**src/rtl/rvdec_pkg.sv**
```systemverilog
package rvdec_pkg;

	// Configuration port geometry
	localparam int unsigned CFG_ADDR_W = 4;
	localparam int unsigned CFG_DATA_W = 32;

	// Configuration register indexes (paddr[3:2])
	localparam logic [1:0] CFG_NOC_OPCODE      = 2'd0;
	localparam logic [1:0] CFG_SIMD_ADD_OPCODE = 2'd1;
	localparam logic [1:0] CFG_SIMD_SUB_OPCODE = 2'd2;

	// Configuration reset values
	localparam logic [6:0] NOC_OPCODE_RST      = 7'd11;
	localparam logic [6:0] SIMD_ADD_OPCODE_RST = 7'd43;
	localparam logic [6:0] SIMD_SUB_OPCODE_RST = 7'd91;

	// Standard major opcodes
	localparam logic [6:0] OPC_NOP    = 7'h00;
	localparam logic [6:0] OPC_LUI    = 7'h37;
	localparam logic [6:0] OPC_AUIPC  = 7'h17;
	localparam logic [6:0] OPC_JAL    = 7'h6f;
	localparam logic [6:0] OPC_JALR   = 7'h67;
	localparam logic [6:0] OPC_BRANCH = 7'h63;
	localparam logic [6:0] OPC_LOAD   = 7'h03;
	localparam logic [6:0] OPC_STORE  = 7'h23;
	localparam logic [6:0] OPC_OPIMM  = 7'h13;
	localparam logic [6:0] OPC_OP     = 7'h33;

	// funct7 codes
	localparam logic [6:0] F7_BASE = 7'h00;
	localparam logic [6:0] F7_ALT  = 7'h20;

	// funct3 codes
	localparam logic [2:0] F3_JALR   = 3'd0;
	localparam logic [2:0] F3_BEQ    = 3'd0;
	localparam logic [2:0] F3_BNE    = 3'd1;
	localparam logic [2:0] F3_BLT    = 3'd4;
	localparam logic [2:0] F3_BGE    = 3'd5;
	localparam logic [2:0] F3_BLTU   = 3'd6;
	localparam logic [2:0] F3_BGEU   = 3'd7;
	localparam logic [2:0] F3_LB     = 3'd0;
	localparam logic [2:0] F3_LH     = 3'd1;
	localparam logic [2:0] F3_LW     = 3'd2;
	localparam logic [2:0] F3_LBU    = 3'd4;
	localparam logic [2:0] F3_LHU    = 3'd5;
	localparam logic [2:0] F3_SW     = 3'd2;
	localparam logic [2:0] F3_ADD    = 3'd0;
	localparam logic [2:0] F3_SLL    = 3'd1;
	localparam logic [2:0] F3_SLT    = 3'd2;
	localparam logic [2:0] F3_SLTU   = 3'd3;
	localparam logic [2:0] F3_XOR    = 3'd4;
	localparam logic [2:0] F3_SR     = 3'd5;
	localparam logic [2:0] F3_OR     = 3'd6;
	localparam logic [2:0] F3_AND    = 3'd7;
	localparam logic [2:0] F3_NOC_LD = 3'd0;
	localparam logic [2:0] F3_NOC_ST = 3'd1;

	// Internal operation numbers
	localparam logic [5:0] OP_NOP      = 6'd0;
	localparam logic [5:0] OP_LUI      = 6'd1;
	localparam logic [5:0] OP_AUIPC    = 6'd2;
	localparam logic [5:0] OP_JAL      = 6'd3;
	localparam logic [5:0] OP_JALR     = 6'd4;
	localparam logic [5:0] OP_BEQ      = 6'd5;
	localparam logic [5:0] OP_BNE      = 6'd6;
	localparam logic [5:0] OP_BLT      = 6'd7;
	localparam logic [5:0] OP_BGE      = 6'd8;
	localparam logic [5:0] OP_BLTU     = 6'd9;
	localparam logic [5:0] OP_BGEU     = 6'd10;
	localparam logic [5:0] OP_LB       = 6'd11;
	localparam logic [5:0] OP_LH       = 6'd12;
	localparam logic [5:0] OP_LW       = 6'd13;
	localparam logic [5:0] OP_LBU      = 6'd14;
	localparam logic [5:0] OP_LHU      = 6'd15;
	localparam logic [5:0] OP_SB       = 6'd16;
	localparam logic [5:0] OP_ADDI     = 6'd19;
	localparam logic [5:0] OP_SLTI     = 6'd20;
	localparam logic [5:0] OP_SLTIU    = 6'd21;
	localparam logic [5:0] OP_XORI     = 6'd22;
	localparam logic [5:0] OP_ORI      = 6'd23;
	localparam logic [5:0] OP_ANDI     = 6'd24;
	localparam logic [5:0] OP_SLLI     = 6'd25;
	localparam logic [5:0] OP_SRLI     = 6'd26;
	localparam logic [5:0] OP_SRAI     = 6'd27;
	localparam logic [5:0] OP_ADD      = 6'd28;
	localparam logic [5:0] OP_SUB      = 6'd29;
	localparam logic [5:0] OP_SLL      = 6'd30;
	localparam logic [5:0] OP_SLT      = 6'd31;
	localparam logic [5:0] OP_SLTU     = 6'd32;
	localparam logic [5:0] OP_XOR      = 6'd33;
	localparam logic [5:0] OP_SRL      = 6'd34;
	localparam logic [5:0] OP_SRA      = 6'd35;
	localparam logic [5:0] OP_OR       = 6'd36;
	localparam logic [5:0] OP_AND      = 6'd37;
	localparam logic [5:0] OP_NOC_LD   = 6'd38;
	localparam logic [5:0] OP_NOC_ST   = 6'd39;
	localparam logic [5:0] OP_SIMD_ADD = 6'd40;
	localparam logic [5:0] OP_SIMD_SUB = 6'd41;

	// Instruction class reported on the result
	typedef enum logic [3:0] {
		KIND_ALU    = 4'd0,
		KIND_LOAD   = 4'd1,
		KIND_STORE  = 4'd2,
		KIND_BRANCH = 4'd3,
		KIND_JAL    = 4'd4,
		KIND_JALR   = 4'd5,
		KIND_NOC    = 4'd6,
		KIND_SIMD   = 4'd7,
		KIND_NOP    = 4'd8
	} kind_t;

	// Which counter an instruction bumps
	typedef enum logic [2:0] {
		CLS_NONE,
		CLS_REG,
		CLS_MEM,
		CLS_NOC,
		CLS_SIMD
	} cls_t;

	typedef struct packed {
		logic [31:0] instr;
		logic [31:0] pc;
		logic [31:0] base_value;
	} in_item_t;

	typedef struct packed {
		logic        [5:0]  op_index;
		logic        [4:0]  dest_reg;
		logic        [4:0]  src1_reg;
		logic        [4:0]  src2_reg;
		logic signed [31:0] immediate;
		logic signed [31:0] redirect_value;
		kind_t              kind;
		logic               illegal;
		logic        [31:0] register_count;
		logic        [31:0] memory_count;
		logic        [31:0] noc_count;
		logic        [31:0] simd_count;
	} out_item_t;

	typedef struct packed {
		logic [6:0] noc_opcode;
		logic [6:0] simd_add_opcode;
		logic [6:0] simd_sub_opcode;
	} cfg_t;

	typedef struct packed {
		logic [31:0] register_count;
		logic [31:0] memory_count;
		logic [31:0] noc_count;
		logic [31:0] simd_count;
	} counts_t;

endpackage

```
**src/rtl/rv32i_instruction_decoder.sv**
```systemverilog
// RV32I instruction decoder with programmable NOC and SIMD opcodes.
//
// Input channel (in_valid / in_stall / in_data): one beat carries the
// instruction word, its pc and the rs1 value used for the JALR target.
// Output channel (out_valid / out_stall / out_data): one result beat per
// input beat, in order, with the operation number, register fields,
// immediate, redirect value, class, illegal flag and the four class counters
// as they stand after this instruction.
// A beat accepted into the input register is decoded into the output register
// and shown on out_data from there; an output stall holds it in place.
// Throughput: one beat per cycle while the output is not stalled. The input
// register feeds a single level of decode logic into the output register;
// each stage advances when the next has room. When the receiver stalls, the
// result holds in the output register and one more beat is still taken into
// the input register; after that in_stall rises until the output drains.
// Reset clears both stages and the counters and loads the default custom
// opcodes (NOC 11, SIMD add 43, SIMD subtract 91).
// APB: registers at byte offsets 0x0 (NOC opcode), 0x4 (SIMD add opcode) and
// 0x8 (SIMD subtract opcode), bits 6:0; write only while the block is idle.
module rv32i_instruction_decoder import rvdec_pkg::*; (
	input  logic                  clk,
	input  logic                  arst_n,
	input  logic                  in_valid,
	output logic                  in_stall,
	input  in_item_t              in_data,
	output logic                  out_valid,
	input  logic                  out_stall,
	output out_item_t             out_data,
	input  logic                  psel,
	input  logic                  penable,
	input  logic                  pwrite,
	input  logic [CFG_ADDR_W-1:0] paddr,
	input  logic [CFG_DATA_W-1:0] pwdata,
	output logic [CFG_DATA_W-1:0] prdata,
	output logic                  pready
);

	logic      valid_s1;
	in_item_t  item_s1;
	logic      valid_s2;
	out_item_t item_s2;
	counts_t   counts_q;
	cfg_t      cfg_q;
	out_item_t res;
	logic      adv_s1;
	logic      adv_s2;
	logic      cfg_wr;

	// Stage handshakes
	assign adv_s2    = !valid_s2 || !out_stall;
	assign adv_s1    = !valid_s1 || adv_s2;
	assign in_stall  = !adv_s1;
	assign out_valid = valid_s2;
	assign out_data  = item_s2;

	// Input register
	always_ff @(posedge clk or negedge arst_n) begin
		if (!arst_n) begin
			valid_s1 <= 1'b0;
		end else if (adv_s1) begin
			valid_s1 <= in_valid;
		end
	end

	always_ff @(posedge clk) begin
		if (adv_s1 && in_valid) begin
			item_s1 <= in_data;
		end
	end

	rvdec_decode u_decode (
		.item   (item_s1),
		.cfg    (cfg_q),
		.counts (counts_q),
		.res    (res)
	);

	// Result register
	always_ff @(posedge clk or negedge arst_n) begin
		if (!arst_n) begin
			valid_s2 <= 1'b0;
		end else if (adv_s2) begin
			valid_s2 <= valid_s1;
		end
	end

	always_ff @(posedge clk) begin
		if (adv_s2 && valid_s1) begin
			item_s2 <= res;
		end
	end

	// Class counters advance as each beat is decoded
	always_ff @(posedge clk or negedge arst_n) begin
		if (!arst_n) begin
			counts_q <= '0;
		end else if (adv_s2 && valid_s1) begin
			counts_q.register_count <= res.register_count;
			counts_q.memory_count   <= res.memory_count;
			counts_q.noc_count      <= res.noc_count;
			counts_q.simd_count     <= res.simd_count;
		end
	end

	// Configuration registers
	assign pready = 1'b1;
	assign cfg_wr = psel && penable && pwrite;

	always_ff @(posedge clk or negedge arst_n) begin
		if (!arst_n) begin
			cfg_q.noc_opcode      <= NOC_OPCODE_RST;
			cfg_q.simd_add_opcode <= SIMD_ADD_OPCODE_RST;
			cfg_q.simd_sub_opcode <= SIMD_SUB_OPCODE_RST;
		end else if (cfg_wr) begin
			case (paddr[3:2])
				CFG_NOC_OPCODE:      cfg_q.noc_opcode      <= pwdata[6:0];
				CFG_SIMD_ADD_OPCODE: cfg_q.simd_add_opcode <= pwdata[6:0];
				CFG_SIMD_SUB_OPCODE: cfg_q.simd_sub_opcode <= pwdata[6:0];
				default: ;
			endcase
		end
	end

	// Register read back
	always_comb begin
		case (paddr[3:2])
			CFG_NOC_OPCODE:      prdata = {25'd0, cfg_q.noc_opcode};
			CFG_SIMD_ADD_OPCODE: prdata = {25'd0, cfg_q.simd_add_opcode};
			CFG_SIMD_SUB_OPCODE: prdata = {25'd0, cfg_q.simd_sub_opcode};
			default:             prdata = '0;
		endcase
	end

endmodule

```
**src/rtl/rvdec_decode.sv**
```systemverilog
module rvdec_decode import rvdec_pkg::*; (
	input  in_item_t  item,
	input  cfg_t      cfg,
	input  counts_t   counts,
	output out_item_t res
);

	logic [31:0] w;
	logic [6:0]  opc;
	logic [2:0]  f3;
	logic [6:0]  f7;
	logic [4:0]  rd;
	logic [4:0]  r1;
	logic [4:0]  r2;
	logic [31:0] imm_i;
	logic [31:0] imm_s;
	logic [31:0] imm_b;
	logic [31:0] imm_j;
	logic [31:0] jalr_sum;

	logic [5:0]  op;
	logic [4:0]  dst;
	logic [4:0]  s1;
	logic [4:0]  s2;
	logic [31:0] imm;
	logic [31:0] redir;
	kind_t       kind;
	logic        bad;
	cls_t        cls;

	// Split the instruction word
	assign w   = item.instr;
	assign opc = w[6:0];
	assign f3  = w[14:12];
	assign f7  = w[31:25];
	assign rd  = w[11:7];
	assign r1  = w[19:15];
	assign r2  = w[24:20];

	// Immediate formats
	assign imm_i    = {{20{w[31]}}, w[31:20]};
	assign imm_s    = {{20{w[31]}}, w[31:25], w[11:7]};
	assign imm_b    = {{19{w[31]}}, w[31], w[7], w[30:25], w[11:8], 1'b0};
	assign imm_j    = {{11{w[31]}}, w[31], w[19:12], w[20], w[30:21], 1'b0};
	assign jalr_sum = item.base_value + imm_i;

	// Opcode and function decode; standard opcodes take priority
	always_comb begin
		op    = OP_NOP;
		dst   = '0;
		s1    = '0;
		s2    = '0;
		imm   = '0;
		redir = '0;
		kind  = KIND_NOP;
		bad   = 1'b0;
		cls   = CLS_NONE;
		case (opc)
			OPC_LUI: begin
				op = OP_LUI; dst = rd; imm = {w[31:12], 12'd0}; kind = KIND_ALU; cls = CLS_REG;
			end
			OPC_AUIPC: begin
				op = OP_AUIPC; dst = rd; imm = {12'd0, w[31:12]}; kind = KIND_ALU; cls = CLS_REG;
			end
			OPC_JAL: begin
				op = OP_JAL; dst = rd; imm = item.pc; redir = imm_j;
				kind = KIND_JAL; cls = CLS_REG;
			end
			OPC_JALR: begin
				if (f3 != F3_JALR) begin
					bad = 1'b1;
				end else begin
					op = OP_JALR; dst = rd; s1 = r1; imm = item.pc;
					redir = {jalr_sum[31:1], 1'b0}; kind = KIND_JALR; cls = CLS_REG;
				end
			end
			OPC_BRANCH: begin
				s1 = r1; s2 = r2; imm = imm_b; kind = KIND_BRANCH; cls = CLS_REG;
				case (f3)
					F3_BEQ:  op = OP_BEQ;
					F3_BNE:  op = OP_BNE;
					F3_BLT:  op = OP_BLT;
					F3_BGE:  op = OP_BGE;
					F3_BLTU: op = OP_BLTU;
					F3_BGEU: op = OP_BGEU;
					default: bad = 1'b1;
				endcase
			end
			OPC_LOAD: begin
				dst = rd; s1 = r1; imm = imm_i; kind = KIND_LOAD; cls = CLS_MEM;
				case (f3)
					F3_LB:   op = OP_LB;
					F3_LH:   op = OP_LH;
					F3_LW:   op = OP_LW;
					F3_LBU:  op = OP_LBU;
					F3_LHU:  op = OP_LHU;
					default: bad = 1'b1;
				endcase
			end
			OPC_STORE: begin
				s1 = r1; s2 = r2; imm = imm_s; kind = KIND_STORE; cls = CLS_MEM;
				op = OP_SB + {3'd0, f3};
				if (f3 > F3_SW) begin
					bad = 1'b1;
				end
			end
			OPC_OPIMM: begin
				dst = rd; s1 = r1; imm = imm_i; kind = KIND_ALU; cls = CLS_REG;
				case (f3)
					F3_ADD:  op = OP_ADDI;
					F3_SLT:  op = OP_SLTI;
					F3_SLTU: op = OP_SLTIU;
					F3_XOR:  op = OP_XORI;
					F3_OR:   op = OP_ORI;
					F3_AND:  op = OP_ANDI;
					F3_SLL: begin
						op  = OP_SLLI;
						imm = {27'd0, r2};
						bad = (f7 != F7_BASE);
					end
					F3_SR: begin
						imm = {27'd0, r2};
						if (f7 == F7_ALT) begin
							op = OP_SRAI;
						end else begin
							op  = OP_SRLI;
							bad = (f7 != F7_BASE);
						end
					end
					default: bad = 1'b1;
				endcase
			end
			OPC_OP: begin
				dst = rd; s1 = r1; s2 = r2; kind = KIND_ALU; cls = CLS_REG;
				case (f3)
					F3_ADD:  op = (f7 == F7_ALT) ? OP_SUB : OP_ADD;
					F3_SLL:  op = OP_SLL;
					F3_SLT:  op = OP_SLT;
					F3_SLTU: op = OP_SLTU;
					F3_XOR:  op = OP_XOR;
					F3_SR:   op = (f7 == F7_ALT) ? OP_SRA : OP_SRL;
					F3_OR:   op = OP_OR;
					F3_AND:  op = OP_AND;
					default: bad = 1'b1;
				endcase
				if (f7 == F7_ALT) begin
					if (f3 != F3_ADD && f3 != F3_SR) begin
						bad = 1'b1;
					end
				end else if (f7 != F7_BASE) begin
					bad = 1'b1;
				end
			end
			default: begin
				// Opcode zero, then the programmable custom opcodes
				if (opc == OPC_NOP) begin
					kind = KIND_NOP;
				end else if (opc == cfg.noc_opcode) begin
					kind = KIND_NOC; cls = CLS_NOC;
					if (f3 == F3_NOC_LD) begin
						op = OP_NOC_LD; s1 = r1; s2 = r2; imm = imm_s;
					end else if (f3 == F3_NOC_ST) begin
						op = OP_NOC_ST; imm = 32'd1;
					end else begin
						bad = 1'b1;
					end
				end else if (opc == cfg.simd_add_opcode || opc == cfg.simd_sub_opcode) begin
					op   = (opc == cfg.simd_add_opcode) ? OP_SIMD_ADD : OP_SIMD_SUB;
					dst  = rd; s1 = r1; s2 = r2; kind = KIND_SIMD; cls = CLS_SIMD;
				end else begin
					bad = 1'b1;
				end
			end
		endcase
		// Illegal words report nothing and count nowhere
		if (bad) begin
			op    = OP_NOP;
			dst   = '0;
			s1    = '0;
			s2    = '0;
			imm   = '0;
			redir = '0;
			kind  = KIND_NOP;
			cls   = CLS_NONE;
		end
	end

	// Result beat with counters after this instruction
	always_comb begin
		res.op_index       = op;
		res.dest_reg       = dst;
		res.src1_reg       = s1;
		res.src2_reg       = s2;
		res.immediate      = imm;
		res.redirect_value = redir;
		res.kind           = kind;
		res.illegal        = bad;
		res.register_count = counts.register_count + {31'd0, cls == CLS_REG};
		res.memory_count   = counts.memory_count + {31'd0, cls == CLS_MEM};
		res.noc_count      = counts.noc_count + {31'd0, cls == CLS_NOC};
		res.simd_count     = counts.simd_count + {31'd0, cls == CLS_SIMD};
	end

endmodule

```
**config.mk**
```make
export PLATFORM = sky130hd
export DESIGN_NAME = rv32i_instruction_decoder
export DESIGN_NICKNAME = d
export VERILOG_FILES = /design/src/rtl/rvdec_pkg.sv /design/src/rtl/rv32i_instruction_decoder.sv /design/src/rtl/rvdec_decode.sv
export SDC_FILE = /design/constraint.sdc
export NUM_CORES = 1
export LEC_CHECK = 0
export CELL_PAD_IN_SITES_DETAIL_PLACEMENT = 1
export CELL_PAD_IN_SITES_GLOBAL_PLACEMENT = 1
export CORE_UTILIZATION = 30
export CTS_BUF_LIST = sky130_fd_sc_hd__clkbuf_8 sky130_fd_sc_hd__clkbuf_16
export DETAILED_ROUTE_END_ITERATION = 6
export DONT_BUFFER_PORTS = 1
export PLACE_DENSITY_LB_ADDON = 0.1
export SETUP_SLACK_MARGIN = 0.15
export SYNTH_ARGS = -nofsm -noshare
export SYNTH_HDL_FRONTEND = slang
export SYNTH_SLANG_ARGS = --single-unit
```
**constraint.sdc**
```tcl
create_clock -name clk -period 11.15 [get_ports clk]
set_input_delay 2.23 -clock clk [delete_from_list [all_inputs] [get_ports clk]]
set_output_delay 2.23 -clock clk [all_outputs]
set_load 0.02 [all_outputs]
```
# ---- Word level (Yosys, flattened, before mapping)
# Cells that the tools add are included.
dict set report totals {
  regBits 465
  input_bits 139
  out_inout_bits 253
  elab_cells 157
}
dict set report op_classes {
  n_addsub 6
  order_cmp 1
  n_eq_ne 27
  mux 67
  reduce_logical 32
}
# op n
set op_table {}
lappend op_table {{32-bit one-hot mux with 9 select lines} 1}
lappend op_table {{32-bit 2-to-1 mux} 6}
lappend op_table {{32-bit by 1-bit adder with 32-bit output} 4}
lappend op_table {{6-bit one-hot mux with 8 select lines} 2}
lappend op_table {{5-bit 2-to-1 mux} 13}
lappend op_table {{32-bit one-hot mux with 2 select lines} 1}
lappend op_table {{6-bit one-hot mux with 9 select lines} 1}
lappend op_table {{4-bit one-hot mux with 6 select lines} 2}
lappend op_table {{32-bit adder} 1}
lappend op_table {{6-bit 2-to-1 mux} 5}
lappend op_table {{5-bit one-hot mux with 3 select lines} 2}
lappend op_table {{7-bit by 6-bit == test with 1-bit output, second input constant} 4}
lappend op_table {{6-bit OR reduction} 4}
lappend op_table {{7-bit == test} 3}
lappend op_table {{7-bit == test, second input constant} 3}
lappend op_table {{7-bit one-hot mux with 3 select lines} 1}
lappend op_table {{4-bit one-hot mux with 5 select lines} 1}
lappend op_table {{1-bit 2-to-1 mux} 19}
lappend op_table {{4-bit 2-to-1 mux} 4}
lappend op_table {{3-bit == test, second input constant} 5}
lappend op_table {{3-bit 2-to-1 mux} 5}
lappend op_table {{7-bit by 5-bit == test with 1-bit output, second input constant} 2}
lappend op_table {{3-bit by 2-bit == test with 1-bit output, second input constant} 4}
lappend op_table {{5-bit one-hot mux with 2 select lines} 1}
lappend op_table {{other kinds (23)} 39}

# ---- Longest topological paths before layout
dict set report logic_depth {
  word_depth 9
  ltp_mapped 22
  depth_no_buf 17
}

# ---- Cells and area by module
# From an unflattened synthesis, not the netlist that was laid out.
dict set report unflattened {
  cells_unflattened 1617
  area_unflattened_um2 21445.6
}
# mod n_inst cells_per_inst area_per_inst_um2 seq_area_each_um2
set by_module_without_submodules {}
lappend by_module_without_submodules {rv32i_instruction_decoder 1 691 15476.1 13222.7}
lappend by_module_without_submodules {rvdec_decode 1 926 5969.5 0.0}

# ---- Worst setup path after synthesis
# Ideal clock, no wire load.
dict set report synth_path {
  path_kind {input to register}
  startpoint {input port out_stall}
  endpoint {register counts_q[123] in the netlist's numbering}
  setup_time_ps 106
  t_arrival_ps 9550
  t_required_ps 11044
  setup_slack_ps 1494
  path_stages 7
  path_buffers 2
  cell_sequence {nand2_1 > nand2_1 > inv_1 > clkbuf_1 > buf_1 > nand2_1 > xnor2_1}
}
dict set report synth_via {
  elab_chain_cells 3
}
# element line_no
set synth_lines {}
lappend synth_lines {{start: declaration} rv32i_instruction_decoder.sv:27} ;# input logic out_stall,
lappend synth_lines {{1-bit logical NOT} rv32i_instruction_decoder.sv:50} ;# assign adv_s2 = !valid_s2 || !out_stall;
lappend synth_lines {{1-bit logical OR} rv32i_instruction_decoder.sv:50}
lappend synth_lines {{1-bit logical AND} rv32i_instruction_decoder.sv:97} ;# end else if (adv_s2 && valid_s1) begin
lappend synth_lines {{end: declaration} rv32i_instruction_decoder.sv:42} ;# counts_t counts_q;
# No other way between the ends.
# A chain may end at the register's enable or synchronous reset.

# ---- Final worst setup path
dict set report layout_path {
  startpoint {register item_s1[70] in the netlist's numbering}
  endpoint {register counts_q[60] in the netlist's numbering}
}
dict set report layout_via {
  elab_chain_cells 9
  word_cells_on_any_way 28
  classes_between {add/sub: 1; eq/ne: 13; mux: 9; reduce/logical: 5}
}
# element line_no
set layout_lines {}
lappend layout_lines {{start: declaration} rv32i_instruction_decoder.sv:39} ;# in_item_t item_s1;
lappend layout_lines {{start signal: assignment} rv32i_instruction_decoder.sv:67} ;# item_s1 <= in_data;
lappend layout_lines {{7-bit == test} rvdec_decode.sv:167} ;# end else if (opc == cfg.simd_add_opcode || opc == cfg.simd_sub_opcode) begin
lappend layout_lines {{1-bit logical OR} rvdec_decode.sv:167}
lappend layout_lines {{1-bit 2-to-1 mux or 3-bit 2-to-1 mux (tied branches)} rvdec_decode.sv:167}
lappend layout_lines {{1-bit 2-to-1 mux or 3-bit 2-to-1 mux (tied branches)} rvdec_decode.sv:158} ;# end else if (opc == cfg.noc_opcode) begin
lappend layout_lines {{1-bit 2-to-1 mux or 3-bit 2-to-1 mux (tied branches)} rvdec_decode.sv:156} ;# if (opc == OPC_NOP) begin
lappend layout_lines {{1-bit one-hot mux with 7 select lines or 3-bit one-hot mux with 3 select lines (tied branches)} rvdec_decode.sv:58} ;# case (opc)
lappend layout_lines {{3-bit 2-to-1 mux *} rvdec_decode.sv:176} ;# if (bad) begin
lappend layout_lines {{3-bit by 2-bit == test with 1-bit output *} rvdec_decode.sv:200} ;# res.noc_count = counts.noc_count + {31'd0, cls == CLS_NOC};
lappend layout_lines {{32-bit by 1-bit adder with 32-bit output *} rvdec_decode.sv:200}
# Every way passes the cells marked *; elsewhere a longest branch is shown, timed or not.

==> reports/qor.csv <==
stage;metric;value;unit
sta;slew_violations;0;
worst_setup_path;critical_path.endpoint_type;flip-flop;
worst_setup_path;ff2ff_setup_slack;5.48;ns
outcome;status;complete, no violations;
power_and_ir_drop;clkPwrFrac;42.3;%
worst_setup_path;crit_path_start_kind;flip-flop;
layout;layout_commonest_cell;edfxtp_1;
clock_tree;ctsResizeCount;0;
worst_setup_path;crit_top_cell;nand2_1;
floorplanning;start_util;30.44;%
logic_synthesis;yosysUniqueCellTypes;78;
grt;antenna_found_initial;11;
sta;min_period;5.665;ns
logic_synthesis;synth_area;0.02187;mm^2
sta;hold_viol_final;0;
layout;nets;1956;
clock_tree;htree_levels;2;
floorplanning;die_w;272.0;um
worst_setup_path;crit_buf_inv;0;
power_and_ir_drop;p_sw;1.066;mW
layout;final_cell_mix;edfxtp_1 (313), nand2_1 (195), xnor2_1 (162);
logic_synthesis;synthArstFlopShare;32.54;%
detailed_routing;ant_nets;0;
logic_synthesis;ys_seq_area_share;60.32;%
worst_setup_path;critPathMaxStageDelay;0.77;ns
grt;first_global_vias;14290;
sta;worst_slew_pin_slew;1.296;ns
detailed_routing;routedWlPerCell;21.93;um
worst_setup_path;path_depth;17;
worst_setup_path;reg2reg_from;item_s1[70]$_DFFE_PP_;
floorplanning;row_count;98;
clock_tree;cts_tree;yes;
clock_tree;cts_buffers;55;
layout;finalNonFillerCells;2775;
logic_synthesis;yosysTopAreaCell;edfxtp_1;
power_and_ir_drop;sw_frac_of_total;25.70;%
detailed_routing;drc_errors;0;
power_and_ir_drop;intPower;3.083;mW
place;place_area;0.02274;mm^2
worst_setup_path;worstRegToRegCells;17;
clock_tree;worstSkewPairLatency;0.61;ns
detailed_routing;dr.pass1.iters;5;
power_and_ir_drop;power.density;169.3;mW/mm^2
layout;design_area;0.02451;mm^2
place;dp.cells;2671;
detailed_routing;drt_iter0_drc;700;
sta;fin_crit_sh;50.81;%
floorplanning;pin_count;392;
place;dpl.hpwl;42.55;mm
sta;setup_violations;0;
clock_tree;clockRootBuffer;clkbuf_16;
power_and_ir_drop;irDropWorstVdd;0.1185;mV
sta;fin_setup_tns;0;ns
detailed_routing;via_count;13600;
grt;use_met3;4.293;%
power_and_ir_drop;p_leak;9.804;nW
logic_synthesis;yosys_warnings;0;
sta;slew_headroom;13.40;%
clock_tree;clkTransAtPathRegs;0.06;ns
layout;syn_to_final_growth;12.08;%
layout;drive_gt1_share;9.151;%
grt;gr-total-overflow;0;
worst_setup_path;setup.worst_path.start;item_s1[70]$_DFFE_PP_;
worst_setup_path;arrival;6.15;ns
place;io_buffers;0;
layout;final_util;34.11;%
sta;rsz0062_at_grt;no;
worst_setup_path;path_cells;nand3b_2 > or4b_1 > and4_4 > nand2_1 > a21oi_1 > or2_4 > nor2_2 > ha_1 > ha_1 > nand4_1 > nor2_1 > nand2_1 > nor3_1 > and3_1 > and3_1 > nand2_1 > xnor2_1;
worst_setup_path;crit_type;flip-flop to flip-flop;
sta;finalClockSkew;0.02110;ns
logic_synthesis;synth_area_leaders;edfxtp_1 (43%), dfrtp_1 (16%), xnor2_1 (6.5%);
place;place_ws;5.377;ns
logic_synthesis;synth_seq_cells;464;
detailed_routing;routed_wl;60.85;mm
grt;grt_first_pass_wirelength;91.36;mm
logic_synthesis;synth-edff-count;313;
detailed_routing;vias_per_cell;4.899;
clock_tree;cts_hold_buf;0;
clock_tree;clkSinkCount;464;
place;gp_congestion;0.7794;
logic_synthesis;synthFlopType;edfxtp_1;
layout;antenna_cells;0;
worst_setup_path;cp.required;11.63;ns
floorplanning;die_h;272.0;um
clock_tree;post_cts_buffers;0;
logic_synthesis;synthCells;1796;
worst_hold_path;worstHoldPathCells;2;
worst_hold_path;min-delay-start;counts_q[0]$_DFFE_PN0P_;
grt;grt_most_used_layer;met2;
worst_setup_path;critPathTopFamily;simple AND/OR/NAND/NOR gates;
grt;grt_util_all_layers;16.16;%
logic_synthesis;synth_top_area_share;42.97;%
sta;max_freq;0.1765;GHz
floorplanning;die-area;0.07399;mm^2
worst_setup_path;cp_max_fo;14;
grt;gr-usage-met1;19.62;%
clock_tree;clk_path_buf_depth;3;
power_and_ir_drop;p_comb_share;6.9;%
power_and_ir_drop;seqPwrFrac;50.8;%
job;maxCapViolCount;0;
worst_setup_path;slowest_stage;or4b_1;
grt;grt_max_degree;152;
logic_synthesis;avgSynthCellArea;12.18;um^2
grt;groute.layer.met2.usage;27.91;%
floorplanning;fp.coreArea;0.07185;mm^2
sta;layout_setup_ws;5.485;ns
worst_hold_path;hold_path_class;flip-flop to flip-flop;
[power groups by stage]
stage	sequential [mW]	combinational, mW	clock, mW
finish	2.11	0.287	1.75
CTS	2.11	0.294	1.83
global route	2.12	0.319	1.88
global placement	2.15	0.288	0
detailed placement	2.15	0.293	0
floorplan	2.12	0.230	0
[cells in the mapped netlist (8+ instances only)]
cell type	number
nand3_1	85
edfxtp_1	313
inv_1	22
a22o_1	12
nor3_1	27
clkbuf_1	55
o21ai_0	56
and4_1	13
dfrtp_1	139
mux2_2	22
ha_1	38
a21oi_1	37
xor2_1	124
buf_2	22
dfstp_2	12
xnor2_1	162
nor4_1	8
and2_1	26
and3_1	24
nor2_1	121
nand2b_1	8
a221o_1	25
nand2_1	196
nand4_1	36
buf_4	30
mux2i_1	16
a21o_1	22
[tightest hold or removal path: cells and delay by family (launching register included)]
family	cells	cell delay, ns
flops	1	0.34
simple gates	2	0.11
[sequential cells by signal (all words and copies together), names as in the netlist]
register,cells
out_data,217
cfg_q,21
item_s1,96
out_valid,1
valid_s1,1
counts_q,128
[per-stage QoR]
| step | power (mW) | hold WS [ns] |
|---|---|---|
| 6_report | 4.150 | 0.4843 |
| 3_5_place_dp | 2.440 | 0.4774 |
| 4_1_cts | 4.236 | 0.4916 |
| 5_1_grt | 4.324 | 0.5090 |
| 2_1_floorplan | 2.347 | 0.4523 |
| 3_3_place_gp | 2.434 | 0.4702 |
[worst paths after layout]
kind | endpoint
worst min register to register | counts_q[0]$_DFFE_PN0P_
worst max register to register | counts_q[60]$_DFFE_PN0P_
worst max-delay path | counts_q[60]$_DFFE_PN0P_
worst min-delay path | counts_q[0]$_DFFE_PN0P_
max in group asynchronous | counts_q[94]$_DFFE_PN0P_
min in group asynchronous | counts_q[42]$_DFFE_PN0P_
[per-layer routing]
layer | share of wire (%) | wire length, um
met3 | 5.7 | 3466
met2 | 50 | 30230
met1 | 42 | 25460
met4 | 2.5 | 1547
met5 | 0.24 | 146
[kinds of logic (layout without fill, tap and decap cells)]
| kind of cell | Yosys count | after routing | synth area share, % |
|---|---|---|---|
| DFF | 464 | 464 | 60.32 |
| other | 2 | 27 | 0.03434 |
| xor gates and xnor gates | 286 | 286 | 11.45 |
| muxes | 38 | 38 | 1.865 |
| AOI/OAI and AO/OA | 236 | 236 | 7.660 |
| buffers and inverters | 137 | 141 | 2.998 |
| adders and majority gates | 39 | 39 | 2.265 |
| and+or+nand+nor | 594 | 594 | 13.40 |
[area by class of cell]
cell class	count	area, um^2
fill	7743	47340
sequential	464	13190
multi-input combinational	1220	8143
clock buffer	61	1481
tap	950	1189
clock inverter	43	295.3
timing repair buffer	14	117.6
inverter	23	93.84
No activity file was read; power rests on OpenSTA's default activity.
